==> config.mk <==
export PLATFORM = sky130hd
export DESIGN_NAME = code_lock_climate_pwm_controller_top
export DESIGN_NICKNAME = d
export VERILOG_FILES = /design/src/hdl/clcp_pkg.sv /design/src/hdl/clcp_lock.sv /design/src/hdl/clcp_climate.sv /design/src/hdl/clcp_outbuf.sv /design/src/hdl/code_lock_climate_pwm_controller_top.sv
export SDC_FILE = /design/constraint.sdc
export NUM_CORES = 1
export LEC_CHECK = 0
export BUFFER_PORTS_ARGS = -buffer_cell sky130_fd_sc_hd__buf_4
export CORE_MARGIN = 1.5
export CORE_UTILIZATION = 54
export CTS_CLUSTER_SIZE = 8
export DETAILED_ROUTE_END_ITERATION = 8
export PLACE_DENSITY = 0.74
export SETUP_SLACK_MARGIN = 0.15
export SLEW_MARGIN = 15
export SYNTH_ARGS = -nofsm -noshare
export SYNTH_HDL_FRONTEND = slang
export SYNTH_SLANG_ARGS = --single-unit
export TNS_END_PERCENT = 50
==> constraint.sdc <==
create_clock -name clk -period 9.52 [get_ports clk]
set_clock_uncertainty 0.2 [all_clocks]
set_input_delay 1.904 -clock clk [delete_from_list [all_inputs] [get_ports clk]]
set_output_delay 1.904 -clock clk [all_outputs]
set_load 0.1 [all_outputs]
==> src/hdl/clcp_pkg.sv <==
// Shared types, codes and compare tables for the code lock / climate PWM controller.
// No dependencies; imported by every module of the block.
`timescale 1ns / 1ps
`default_nettype none

package clcp_pkg;

	localparam int unsigned ENTRY_LIMIT = 99;
	localparam int unsigned CODE_LEN    = 4;

	localparam logic [15:0] PASSCODE_RST = 16'h6985;

	// command byte ranges
	localparam logic [7:0] LIGHT_BASE = 8'd100;
	localparam logic [7:0] KEY_BASE   = 8'd200;

	// keypad keys with a function of their own
	localparam logic [5:0] KEY_SUBMIT = 6'd10;
	localparam logic [5:0] KEY_ERASE  = 6'd11;
	localparam logic [5:0] KEY_TOGGLE = 6'd12;

	typedef enum logic [1:0] {
		OUTCOME_NONE  = 2'd0,
		OUTCOME_GRANT = 2'd1,
		OUTCOME_DENY  = 2'd2
	} outcome_t;

	typedef enum logic [1:0] {
		BLINK_NONE = 2'd0,
		BLINK_HOT  = 2'd1,
		BLINK_COLD = 2'd2
	} blink_t;

	typedef struct packed {
		logic       unlocked;
		outcome_t   outcome;
		logic [6:0] entry_count;
	} lock_res_t;

	typedef struct packed {
		logic [6:0] last_temperature;
		logic [8:0] cooler_compare;
		logic [7:0] heater_compare;
		logic [7:0] lamp_compare;
		blink_t     blink_select;
	} clim_res_t;

	typedef struct packed {
		lock_res_t lock;
		clim_res_t clim;
	} result_t;

	// floor(duty * 255 / 100) for cooler duty 50 + 10 * floor((t - 25) / 5), t in 25..55
	function automatic logic [8:0] cooler_cmp(input logic [6:0] t);
		logic [8:0] c;
		if (t < 7'd30)      c = 9'd127;
		else if (t < 7'd35) c = 9'd153;
		else if (t < 7'd40) c = 9'd178;
		else if (t < 7'd45) c = 9'd204;
		else if (t < 7'd50) c = 9'd229;
		else if (t < 7'd55) c = 9'd255;
		else                c = 9'd280;
		return c;
	endfunction

	// heater duty 100 - 25 * floor(t / 5), t in 3..20
	function automatic logic [7:0] heater_cmp(input logic [6:0] t);
		logic [7:0] c;
		if (t < 7'd5)       c = 8'd255;
		else if (t < 7'd10) c = 8'd191;
		else if (t < 7'd15) c = 8'd127;
		else if (t < 7'd20) c = 8'd63;
		else                c = 8'd0;
		return c;
	endfunction

	function automatic logic [7:0] lamp_cmp(input logic [6:0] v);
		logic [7:0] c;
		if (v <= 7'd25)      c = 8'd255;
		else if (v <= 7'd50) c = 8'd191;
		else if (v <= 7'd75) c = 8'd127;
		else                 c = 8'd63;
		return c;
	endfunction

endpackage

`default_nettype wire

==> src/hdl/clcp_lock.sv <==
// Code lock: passcode register, entry buffer, entry counter and unlock flag.
// Uses clcp_pkg. Gives the lock fields of the result as they stand after the beat.
`timescale 1ns / 1ps
`default_nettype none

module clcp_lock (
	input  wire                  clk,
	input  wire                  arst_n,
	input  wire                  passcode_we,
	input  wire [15:0]           passcode,
	input  wire                  accept,
	input  wire [7:0]            command_byte,
	output logic                 unlocked_now,
	output clcp_pkg::lock_res_t  res
);
	import clcp_pkg::*;

	logic [15:0] passcode_q;
	logic        unlock_q;
	logic [6:0]  entry_cnt_q;
	logic [5:0]  entry_q [CODE_LEN];

	logic       is_key;
	logic [5:0] key;
	logic       do_submit;
	logic       do_erase;
	logic       do_entry;
	logic       code_ok;
	logic       unlock_nxt;
	logic [6:0] cnt_nxt;
	outcome_t   outcome;

	assign is_key = (command_byte >= KEY_BASE) && !unlock_q;
	assign key    = 6'(command_byte - KEY_BASE);

	assign do_submit = is_key && (key == KEY_SUBMIT);
	assign do_erase  = is_key && (key == KEY_ERASE);
	assign do_entry  = is_key && (key != KEY_SUBMIT) && (key != KEY_ERASE)
		&& (key != KEY_TOGGLE) && (entry_cnt_q < 7'(ENTRY_LIMIT));

	always_comb begin
		code_ok = (entry_cnt_q == 7'(CODE_LEN));
		for (int i = 0; i < CODE_LEN; i++) begin
			if (passcode_q[15 - 4*i -: 4] > 4'd9 ||
				entry_q[i] != {2'b00, passcode_q[15 - 4*i -: 4]}) begin
				code_ok = 1'b0;
			end
		end
	end

	always_comb begin
		unlock_nxt = unlock_q;
		cnt_nxt    = entry_cnt_q;
		outcome    = OUTCOME_NONE;
		if (do_submit) begin
			cnt_nxt = '0;
			if (code_ok) begin
				unlock_nxt = 1'b1;
				outcome    = OUTCOME_GRANT;
			end else begin
				outcome = OUTCOME_DENY;
			end
		end else if (do_erase) begin
			if (entry_cnt_q != '0) cnt_nxt = entry_cnt_q - 7'd1;
		end else if (do_entry) begin
			cnt_nxt = entry_cnt_q + 7'd1;
		end
	end

	always_ff @(posedge clk or negedge arst_n) begin
		if (!arst_n) begin
			passcode_q  <= PASSCODE_RST;
			unlock_q    <= 1'b0;
			entry_cnt_q <= '0;
		end else begin
			if (passcode_we) passcode_q <= passcode;
			if (accept) begin
				unlock_q    <= unlock_nxt;
				entry_cnt_q <= cnt_nxt;
			end
		end
	end

	// only the first four positions are kept
	always_ff @(posedge clk) begin
		if (accept && do_entry && entry_cnt_q < 7'(CODE_LEN)) begin
			entry_q[entry_cnt_q[1:0]] <= key;
		end
	end

	assign unlocked_now    = unlock_q;
	assign res.unlocked    = unlock_nxt;
	assign res.outcome     = outcome;
	assign res.entry_count = cnt_nxt;

	a_unlock_sticky: assert property (@(posedge clk) disable iff (!arst_n)
		!$fell(unlock_q))
		else $error("unlock flag dropped");

	a_cnt_limit: assert property (@(posedge clk) disable iff (!arst_n)
		entry_cnt_q <= 7'(ENTRY_LIMIT))
		else $error("entry count above limit");

	a_submit_clears: assert property (@(posedge clk) disable iff (!arst_n)
		accept && do_submit |=> entry_cnt_q == '0)
		else $error("submit did not clear entries");

	a_unlock_needs_grant: assert property (@(posedge clk) disable iff (!arst_n)
		accept && !unlock_q && !(do_submit && code_ok) |=> !unlock_q)
		else $error("unlocked without a matching submit");

endmodule

`default_nettype wire

==> src/hdl/clcp_climate.sv <==
// Climate and lamp control: temperature, cooler/heater/lamp compares and blink select.
// Uses clcp_pkg compare tables. Gives the climate fields as they stand after the beat.
`timescale 1ns / 1ps
`default_nettype none

module clcp_climate (
	input  wire                  clk,
	input  wire                  arst_n,
	input  wire                  accept,
	input  wire [7:0]            command_byte,
	input  wire                  unlocked_now,
	output clcp_pkg::clim_res_t  res
);
	import clcp_pkg::*;

	clim_res_t state_q;
	clim_res_t state_nxt;

	logic       is_temp;
	logic       is_light;
	logic [6:0] t;
	logic [6:0] v;

	assign is_temp  = command_byte < LIGHT_BASE;
	assign is_light = !is_temp && command_byte < KEY_BASE;
	assign t        = command_byte[6:0];
	assign v        = 7'(command_byte - LIGHT_BASE);

	always_comb begin
		state_nxt = state_q;
		if (is_temp) begin
			state_nxt.last_temperature = t;
			if (unlocked_now) begin
				if (t >= 7'd25 && t <= 7'd55) begin
					state_nxt.cooler_compare = cooler_cmp(t);
					state_nxt.heater_compare = '0;
				end else if (t >= 7'd3 && t <= 7'd20) begin
					state_nxt.cooler_compare = '0;
					state_nxt.heater_compare = heater_cmp(t);
				end else if (t > 7'd55 || t < 7'd3) begin
					state_nxt.cooler_compare = '0;
					state_nxt.heater_compare = '0;
				end
				if (t > 7'd55)     state_nxt.blink_select = BLINK_HOT;
				else if (t < 7'd3) state_nxt.blink_select = BLINK_COLD;
				else               state_nxt.blink_select = BLINK_NONE;
			end
		end else if (is_light && unlocked_now) begin
			state_nxt.lamp_compare = lamp_cmp(v);
		end
	end

	always_ff @(posedge clk or negedge arst_n) begin
		if (!arst_n) begin
			state_q.last_temperature <= '0;
			state_q.cooler_compare   <= '0;
			state_q.heater_compare   <= '0;
			state_q.lamp_compare     <= '0;
			state_q.blink_select     <= BLINK_NONE;
		end else if (accept) begin
			state_q <= state_nxt;
		end
	end

	assign res = state_nxt;

	a_lock_holds_pwm: assert property (@(posedge clk) disable iff (!arst_n)
		accept && !unlocked_now |=> $stable(state_q.cooler_compare)
			&& $stable(state_q.lamp_compare) && $stable(state_q.blink_select))
		else $error("PWM state moved while locked");

	a_one_output_on: assert property (@(posedge clk) disable iff (!arst_n)
		state_q.cooler_compare == '0 || state_q.heater_compare == '0)
		else $error("cooler and heater both driven");

	a_blink_off_pwm: assert property (@(posedge clk) disable iff (!arst_n)
		state_q.blink_select != BLINK_NONE |-> state_q.cooler_compare == '0
			&& state_q.heater_compare == '0)
		else $error("warning blink with a PWM active");

endmodule

`default_nettype wire

==> src/hdl/clcp_outbuf.sv <==
// Two-entry result buffer between the update logic and the output channel.
// Uses clcp_pkg result type. Keeps input accepting while a result waits.
`timescale 1ns / 1ps
`default_nettype none

module clcp_outbuf (
	input  wire                clk,
	input  wire                arst_n,
	input  wire                push,
	input  wire clcp_pkg::result_t din,
	output logic               full,
	output logic               out_valid,
	input  wire                out_stall,
	output clcp_pkg::result_t  dout
);
	import clcp_pkg::*;

	result_t slot0_q;
	result_t slot1_q;
	logic    v0_q;
	logic    v1_q;
	logic    pop;

	assign pop = v0_q && !out_stall;

	always_ff @(posedge clk or negedge arst_n) begin
		if (!arst_n) begin
			v0_q <= 1'b0;
			v1_q <= 1'b0;
		end else begin
			if (v1_q) begin
				if (pop) v1_q <= 1'b0;
			end else if (v0_q) begin
				if (push && !pop) v1_q <= 1'b1;
				else if (pop && !push) v0_q <= 1'b0;
			end else if (push) begin
				v0_q <= 1'b1;
			end
		end
	end

	always_ff @(posedge clk) begin
		if (v1_q) begin
			if (pop) slot0_q <= slot1_q;
		end else if (v0_q) begin
			if (push && pop) slot0_q <= din;
			else if (push)   slot1_q <= din;
		end else if (push) begin
			slot0_q <= din;
		end
	end

	assign full      = v1_q;
	assign out_valid = v0_q;
	assign dout      = slot0_q;

	a_order: assert property (@(posedge clk) disable iff (!arst_n)
		v1_q |-> v0_q)
		else $error("second slot filled ahead of first");

	a_no_overflow: assert property (@(posedge clk) disable iff (!arst_n)
		v1_q |-> !push)
		else $error("beat pushed into full buffer");

	a_drain: assert property (@(posedge clk) disable iff (!arst_n)
		v1_q && pop |=> v0_q && !v1_q)
		else $error("buffer drain lost a beat");

endmodule

`default_nettype wire

==> src/hdl/code_lock_climate_pwm_controller_top.sv <==
// A result enters the output buffer when its command byte is taken and reaches the port from the buffer's head slot.
// Throughput: one command byte per cycle while the buffer is not full; lock and climate update as each byte is taken.
// A two-entry output buffer holds results; input stalls only when both entries wait.
// Reset (arst_n low, asynchronous): locked, counters and PWM compares zero,
// passcode 0x6985, output buffer empty. Code entries are not cleared.
`timescale 1ns / 1ps
`default_nettype none

module code_lock_climate_pwm_controller_top (
	input  wire         clk,
	input  wire         arst_n,
	input  wire         passcode_we,
	input  wire  [15:0] passcode,
	input  wire         in_valid,
	output logic        in_stall,
	input  wire  [7:0]  command_byte,
	output logic        out_valid,
	input  wire         out_stall,
	output logic        unlocked,
	output logic [1:0]  attempt_outcome,
	output logic [6:0]  entry_count,
	output logic [6:0]  last_temperature,
	output logic [8:0]  cooler_compare,
	output logic [7:0]  heater_compare,
	output logic [7:0]  lamp_compare,
	output logic [1:0]  blink_select
);
	import clcp_pkg::*;

	logic    accept;
	logic    full;
	logic    unlocked_now;
	result_t res;
	result_t head;

	assign in_stall = full;
	assign accept   = in_valid && !full;

	clcp_lock u_lock (
		.clk          (clk),
		.arst_n       (arst_n),
		.passcode_we  (passcode_we),
		.passcode     (passcode),
		.accept       (accept),
		.command_byte (command_byte),
		.unlocked_now (unlocked_now),
		.res          (res.lock)
	);

	clcp_climate u_climate (
		.clk          (clk),
		.arst_n       (arst_n),
		.accept       (accept),
		.command_byte (command_byte),
		.unlocked_now (unlocked_now),
		.res          (res.clim)
	);

	clcp_outbuf u_outbuf (
		.clk       (clk),
		.arst_n    (arst_n),
		.push      (accept),
		.din       (res),
		.full      (full),
		.out_valid (out_valid),
		.out_stall (out_stall),
		.dout      (head)
	);

	assign unlocked         = head.lock.unlocked;
	assign attempt_outcome  = head.lock.outcome;
	assign entry_count      = head.lock.entry_count;
	assign last_temperature = head.clim.last_temperature;
	assign cooler_compare   = head.clim.cooler_compare;
	assign heater_compare   = head.clim.heater_compare;
	assign lamp_compare     = head.clim.lamp_compare;
	assign blink_select     = head.clim.blink_select;

endmodule

`default_nettype wire
==> impl_results.md, run 1 <==
* Power Density at 294 nW/um^2
* Post-synthesis register bit count at 172
* Share of layout cells above drive strength 1 at 27.5%
* Post-route ant nets at 0
* Pin count of the biggest net entering global routing at 61
* Clock Sinks at 172
* Net Sw Power at 1150 uW
* Site Rows at 44
* Top Usage Layer GRT: met2
* Internal at 1590 uW
* Post_cts resized at 0
* Switching part of the total at 42.0%
* M3 GR Usage at 4.92%
* Top-area cell type share of the netlist area at 41.7%
* Hold-fix buffers, CTS at 0
* Detail Placement HPWL at 11300 microns
* CTS tree: yes
* Syn Inst Count at 651
* Core area at 14500 sq um
* Worst-Margin Slew at 1080 ps
* Number of I/O pins at 75
* Top cells by area, synth: edfxtp_1 (42%), dfrtp_1 (16%), mux2_2 (7.8%), nand2_1 (3.8%), ha_1 (2.3%)
* Worst hold margin at 264 ps
* Max clock buf depth at 2
* Leak Pwr at 0.00374 uW
* Yosys cell types at 67
* Crit path time final at 5000 ps
* Sum Neg Setup Slack at 0 ps
* Setup crit start kind: input pin
* Avg WL per Cell at 18.4 microns
* Die area at 15700 sq um
* Clk pwr share at 24.3%
* Pins Over Slew Limit at 0
* Die Y at 125 microns
* Arrival time worst endpoint at 4860 ps
* Met1 Usage GRT at 31.3%
* Seq pwr share at 38.8%
* Synth async-reset ratio at 34.9%
* Drt total wl at 16800 microns
* Clock-pin slew on the worst setup and hold paths at 70 ps
* Synth Flop Type: edfxtp_1
* CTS buffer count at 17
* Area Growth Syn to Fin at 15.6%
* Commonest cells after routing, fill and taps aside: edfxtp_1 (112), nand2_1 (82), buf_4 (79), mux2_2 (56), dfrtp_1 (53)
* Ys Warns at 0
* Postcts setup bufs at 0
* Comb pwr share at 36.9%
* Min-delay worst type: reg2reg
* Tcrit/Tclk final at 52.5%
* Leading area contributor after synthesis: edfxtp_1
* Worst vdd ir at 0.188 mV
* Vias in the first global route at 5478
* Worst setup path class: in2reg
* GRT met2 Usage at 36.0%
* DR vias/cell at 5.90
* Via Count at 5377
* Fin area at 9310 sq um
* Initial antenna violation count at 0
* Status: finished, final reports clean
* Max Cap Viol at 0
* First DRT Iteration DRCs at 446
* Final hold violation count at 0
* Crit-path max FO at 16
* DIE WIDTH at 125 microns
* Placed Area at 8740 sq um
* GRT overflow at 0
* RSZ-0062 raised after global routing: no
* Fillers at 1126
* First-pass GRT wire length at 28100 microns
* Syn_nets at 695
* Pre-antenna DRT Iters at 4
* Commonest non-fill, non-tap cell in the layout: edfxtp_1
* Root Driver: clkbuf_16
* Clock Latency Late Sink at 430 ps
* Initial Util at 55.4%
* Sequential area share after synthesis at 60.5%
* Synth Area per Inst at 12.4 sq um
* Antenna diode instance count at 0
* Design Power at 2740 uW
* H-tree depth at 4
* Crit. End Element: flop
* Worst slew margin at 27.7%
* GR Util All Layers at 22.6%
* Placed insts at 880
* Routability cong. at 0.877
* Max frequency at 0.200 GHz
* PortBufs at 74
* Layout net count at 759
* Worst path required time at 9380 ps
* Post-synthesis cell area at 8060 sq um
* Post-synth EDFFs at 112
* DRC at 0
* Final std cells w/o fill at 912
* Setup violators final at 0
[power groups by stage]
stage | logic, uW | clock network, uW | registers, uW
floorplan | 273 | 0 | 1600
global placement | 998 | 0 | 1070
detailed placement | 1020 | 0 | 1080
CTS | 1020 | 674 | 1060
global route | 1060 | 701 | 1080
finish | 1010 | 664 | 1060
[cell usage after synthesis, types with 17 or more instances]
master / n
nor2_1: 26
edfxtp_1: 112
clkbuf_1: 29
inv_1: 18
o21ai_0: 24
nand2b_1: 17
nand2_1: 82
dfrtp_1: 53
a21o_1: 18
a21oi_1: 18
mux2_2: 56
[per-layer routing]
metal	vias up	part of all wire, %
met1	2673	47
li1	2539	-
met5	-	0
met4	0	1.5
met3	21	4.1
met2	144	47
[cell type report]
class	count	area, sq um	area share [%]
flip-flops and latches	172	4870	52.3
multi-input cells	426	2980	32.0
repair buffers	79	593	6.37
clock buffers	18	429	4.61
well taps	184	230	2.47
clock inverters	14	133	1.42
inverters	19	71.3	0.766
[critical path, cell delays in order]
cell and delay (ps):
buf_4 170, inv_1 150, ha_1 230, or4b_4 480
a211oi_1 910, nand3_2 260, nor3_1 750
[path summary, 6_finish.rpt]
kind / cells past startpoint / endpoint / slack, ps / start
max in group asynchronous: 1 / u_lock.entry_cnt_q[0] / 7210 / arst_n
worst max-delay path: 7 / u_lock.entry_q[0][0] / 4520 / command_byte[4]
worst max register to register: 5 / u_climate.state_q[8] / 6310 / u_outbuf.full
worst min register to register: 1 / u_climate.state_q[3] / 260 / u_climate.state_q[3]
min in group asynchronous: 1 / u_lock.passcode_q[4] / 1330 / arst_n
worst min-delay path: 1 / u_climate.state_q[3] / 260 / u_climate.state_q[3]
[kinds of logic after synthesis]
| group | count (synthesis) | share of synthesized area [%] |
|---|---|---|
| flops | 172 | 60.5 |
| compound gates | 134 | 11.7 |
| xor+xnor | 15 | 1.63 |
| simple gates | 203 | 12.9 |
| mux | 59 | 8.22 |
| buf+inv | 53 | 2.75 |
| fa+ha+maj | 15 | 2.33 |
[sequential cells by signal (all words and copies together) (netlist names)]
name,cells
u_outbuf.slot1_q,44
u_lock.unlocked_now,1
u_outbuf.dout,44
u_lock.passcode_q,16
u_outbuf.out_valid,1
u_lock.entry_q,24
u_lock.entry_cnt_q,7
u_outbuf.full,1
u_climate.state_q,34
[stage by stage]
stage	util (%)	worst slack, ps
3_3_place_gp	60.1	4200
3_5_place_dp	60.1	4060
4_1_cts	64.0	4480
6_report	64.1	4520
5_1_grt	64.1	4310
2_1_floorplan	-	4110
Power figures use the tool's default switching activity.
==> inputs of run 2 (changes only) <==
Settings changed: PLACE_DENSITY 0.74 to 0.76.
Clock period 9.52 ns to 4.55 ns, I/O delays scaled along.
==> impl_results.md, run 2 (same netlist as run 1, synthesis figures left out) <==
* Drt total wl at 17400 microns
* Sum Neg Setup Slack at 0 ps
* Setup violators final at 0
* Clock-pin slew on the worst setup and hold paths at 70 ps
* Max frequency at 0.259 GHz
* Routability cong. at 0.844
* Die area at 15700 sq um
* Crit. End Element: flop
* Pre-antenna DRT Iters at 5
* Setup crit start kind: input pin
* Pins Over Slew Limit at 0
* Final hold violation count at 0
* Leak Pwr at 0.00378 uW
* Worst path required time at 4720 ps
* Max clock buf depth at 2
* Final setup margin at 695 ps
* DR vias/cell at 5.99
* H-tree depth at 4
* Hold-fix buffers, CTS at 0
* First-pass GRT wire length at 29000 microns
* Status: finished, final reports clean
* Worst-Margin Slew at 1110 ps
* Design Power at 5790 uW
* Layout net count at 763
* Share of layout cells above drive strength 1 at 27.6%
* Pre-CTS setup slack at 320 ps
* Commonest non-fill, non-tap cell in the layout: edfxtp_1
* Tcrit/Tclk final at 84.7%
* Crit-path max FO at 10
* PortBufs at 74
* Initial Util at 55.4%
* Area Growth Syn to Fin at 16.1%
* Post_cts resized at 0
* Die Y at 125 microns
* Initial antenna violation count at 0
* Clock Sinks at 172
* Postcts setup bufs at 0
* Worst setup path class: in2reg
* Commonest cells after routing, fill and taps aside: edfxtp_1 (112), buf_4 (83), nand2_1 (82), mux2_2 (56), dfrtp_1 (53)
* Avg WL per Cell at 19.0 microns
* CTS tree: yes
* Worst slew margin at 25.7%
* Fillers at 1122
* Vias in the first global route at 5559
* Core area at 14500 sq um
* Worst hold margin at 260 ps
* Post-route ant nets at 0
* Number of I/O pins at 75
* First DRT Iteration DRCs at 352
* Clock Latency Late Sink at 430 ps
* Arrival time worst endpoint at 4020 ps
* CTS buffer count at 17
* Pin count of the biggest net entering global routing at 61
* Max Cap Viol at 0
* Root Driver: clkbuf_16
* Worst vdd ir at 0.379 mV
* Site Rows at 44
* Crit path time final at 3860 ps
* GR Util All Layers at 23.4%
* Via Count at 5486
* Detail Placement HPWL at 11600 microns
* RSZ-0062 raised after global routing: no
* DRC at 0
* Antenna diode instance count at 0
* GRT overflow at 0
* Min-delay worst type: reg2reg
* Power Density at 619 nW/um^2
* DIE WIDTH at 125 microns
[run 2: changes by cell type in the layout (fill, tap and decap cells not counted)]
cell	previous run	this run
a31oi_1	7	8
clkinvlp_4	3	1
bufinv_16	1	2
clkinv_4	1	2
clkbuf_1	1	2
inv_8	2	1
inv_6	4	3
buf_4	79	83
clkbuf_8	0	1
a31oi_2	1	0
[run 2: power by group]
part	internal, uW	total [uW]	switching [uW]
clock network	829	1430	604
registers	2080	2230	153
logic	489	2130	1640
total	3390	5790	2390
[run 2: final timing paths]
path                                             from                    end  slack, ps  cells past startpoint
worst max-delay path                  command_byte[3]  u_climate.state_q[14]        690                      9
worst min-delay path             u_climate.state_q[7]   u_climate.state_q[7]        260                      1
worst max register to register  u_lock.entry_cnt_q[1]      u_outbuf.dout[43]       1530                      8
worst min register to register   u_climate.state_q[7]   u_climate.state_q[7]        260                      1
max in group asynchronous                      arst_n  u_climate.state_q[33]       3260                      1
min in group asynchronous                      arst_n   u_lock.passcode_q[5]        380                      1
[run 2: final cells by class]
cell class,instances,area (sq um),area share [%]
Clock buffer,20,447,4.77
Clock inverter,12,136,1.46
Inverter,19,71.3,0.762
Multi-Input combinational cell,426,2970,31.8
Sequential cell,172,4870,52.1
Tap cell,184,230,2.46
Timing Repair Buffer,83,623,6.66
[run 2: routing by layer]
layer / part of all wire (%) / track usage [%] / vias to the layer above
met4: 2.0 / 8.02 / 0
met5: 0 / 0 / -
met1: 45 / 32.4 / 2712
li1: - / - / 2555
met2: 48 / 37.3 / 185
met3: 5.3 / 4.62 / 34
[run 2: worst max-delay path, cell delays in order]
cell	delay (ps)
buf_4	130
inv_1	170
ha_1	290
a2111oi_0	720
a41oi_1	120
a2111oi_0	630
a21boi_1	590
and2_1	330
a21o_1	120
[run 2: stage by stage]
stage          utilization [%]  area (sq um)  instances
2_1_floorplan                -          8060        651
3_3_place_gp              60.4          8770        884
3_5_place_dp              60.4          8770        884
4_1_cts                   64.4          9360        916
5_1_grt                   64.4          9360        916
6_report                  64.4          9360        916
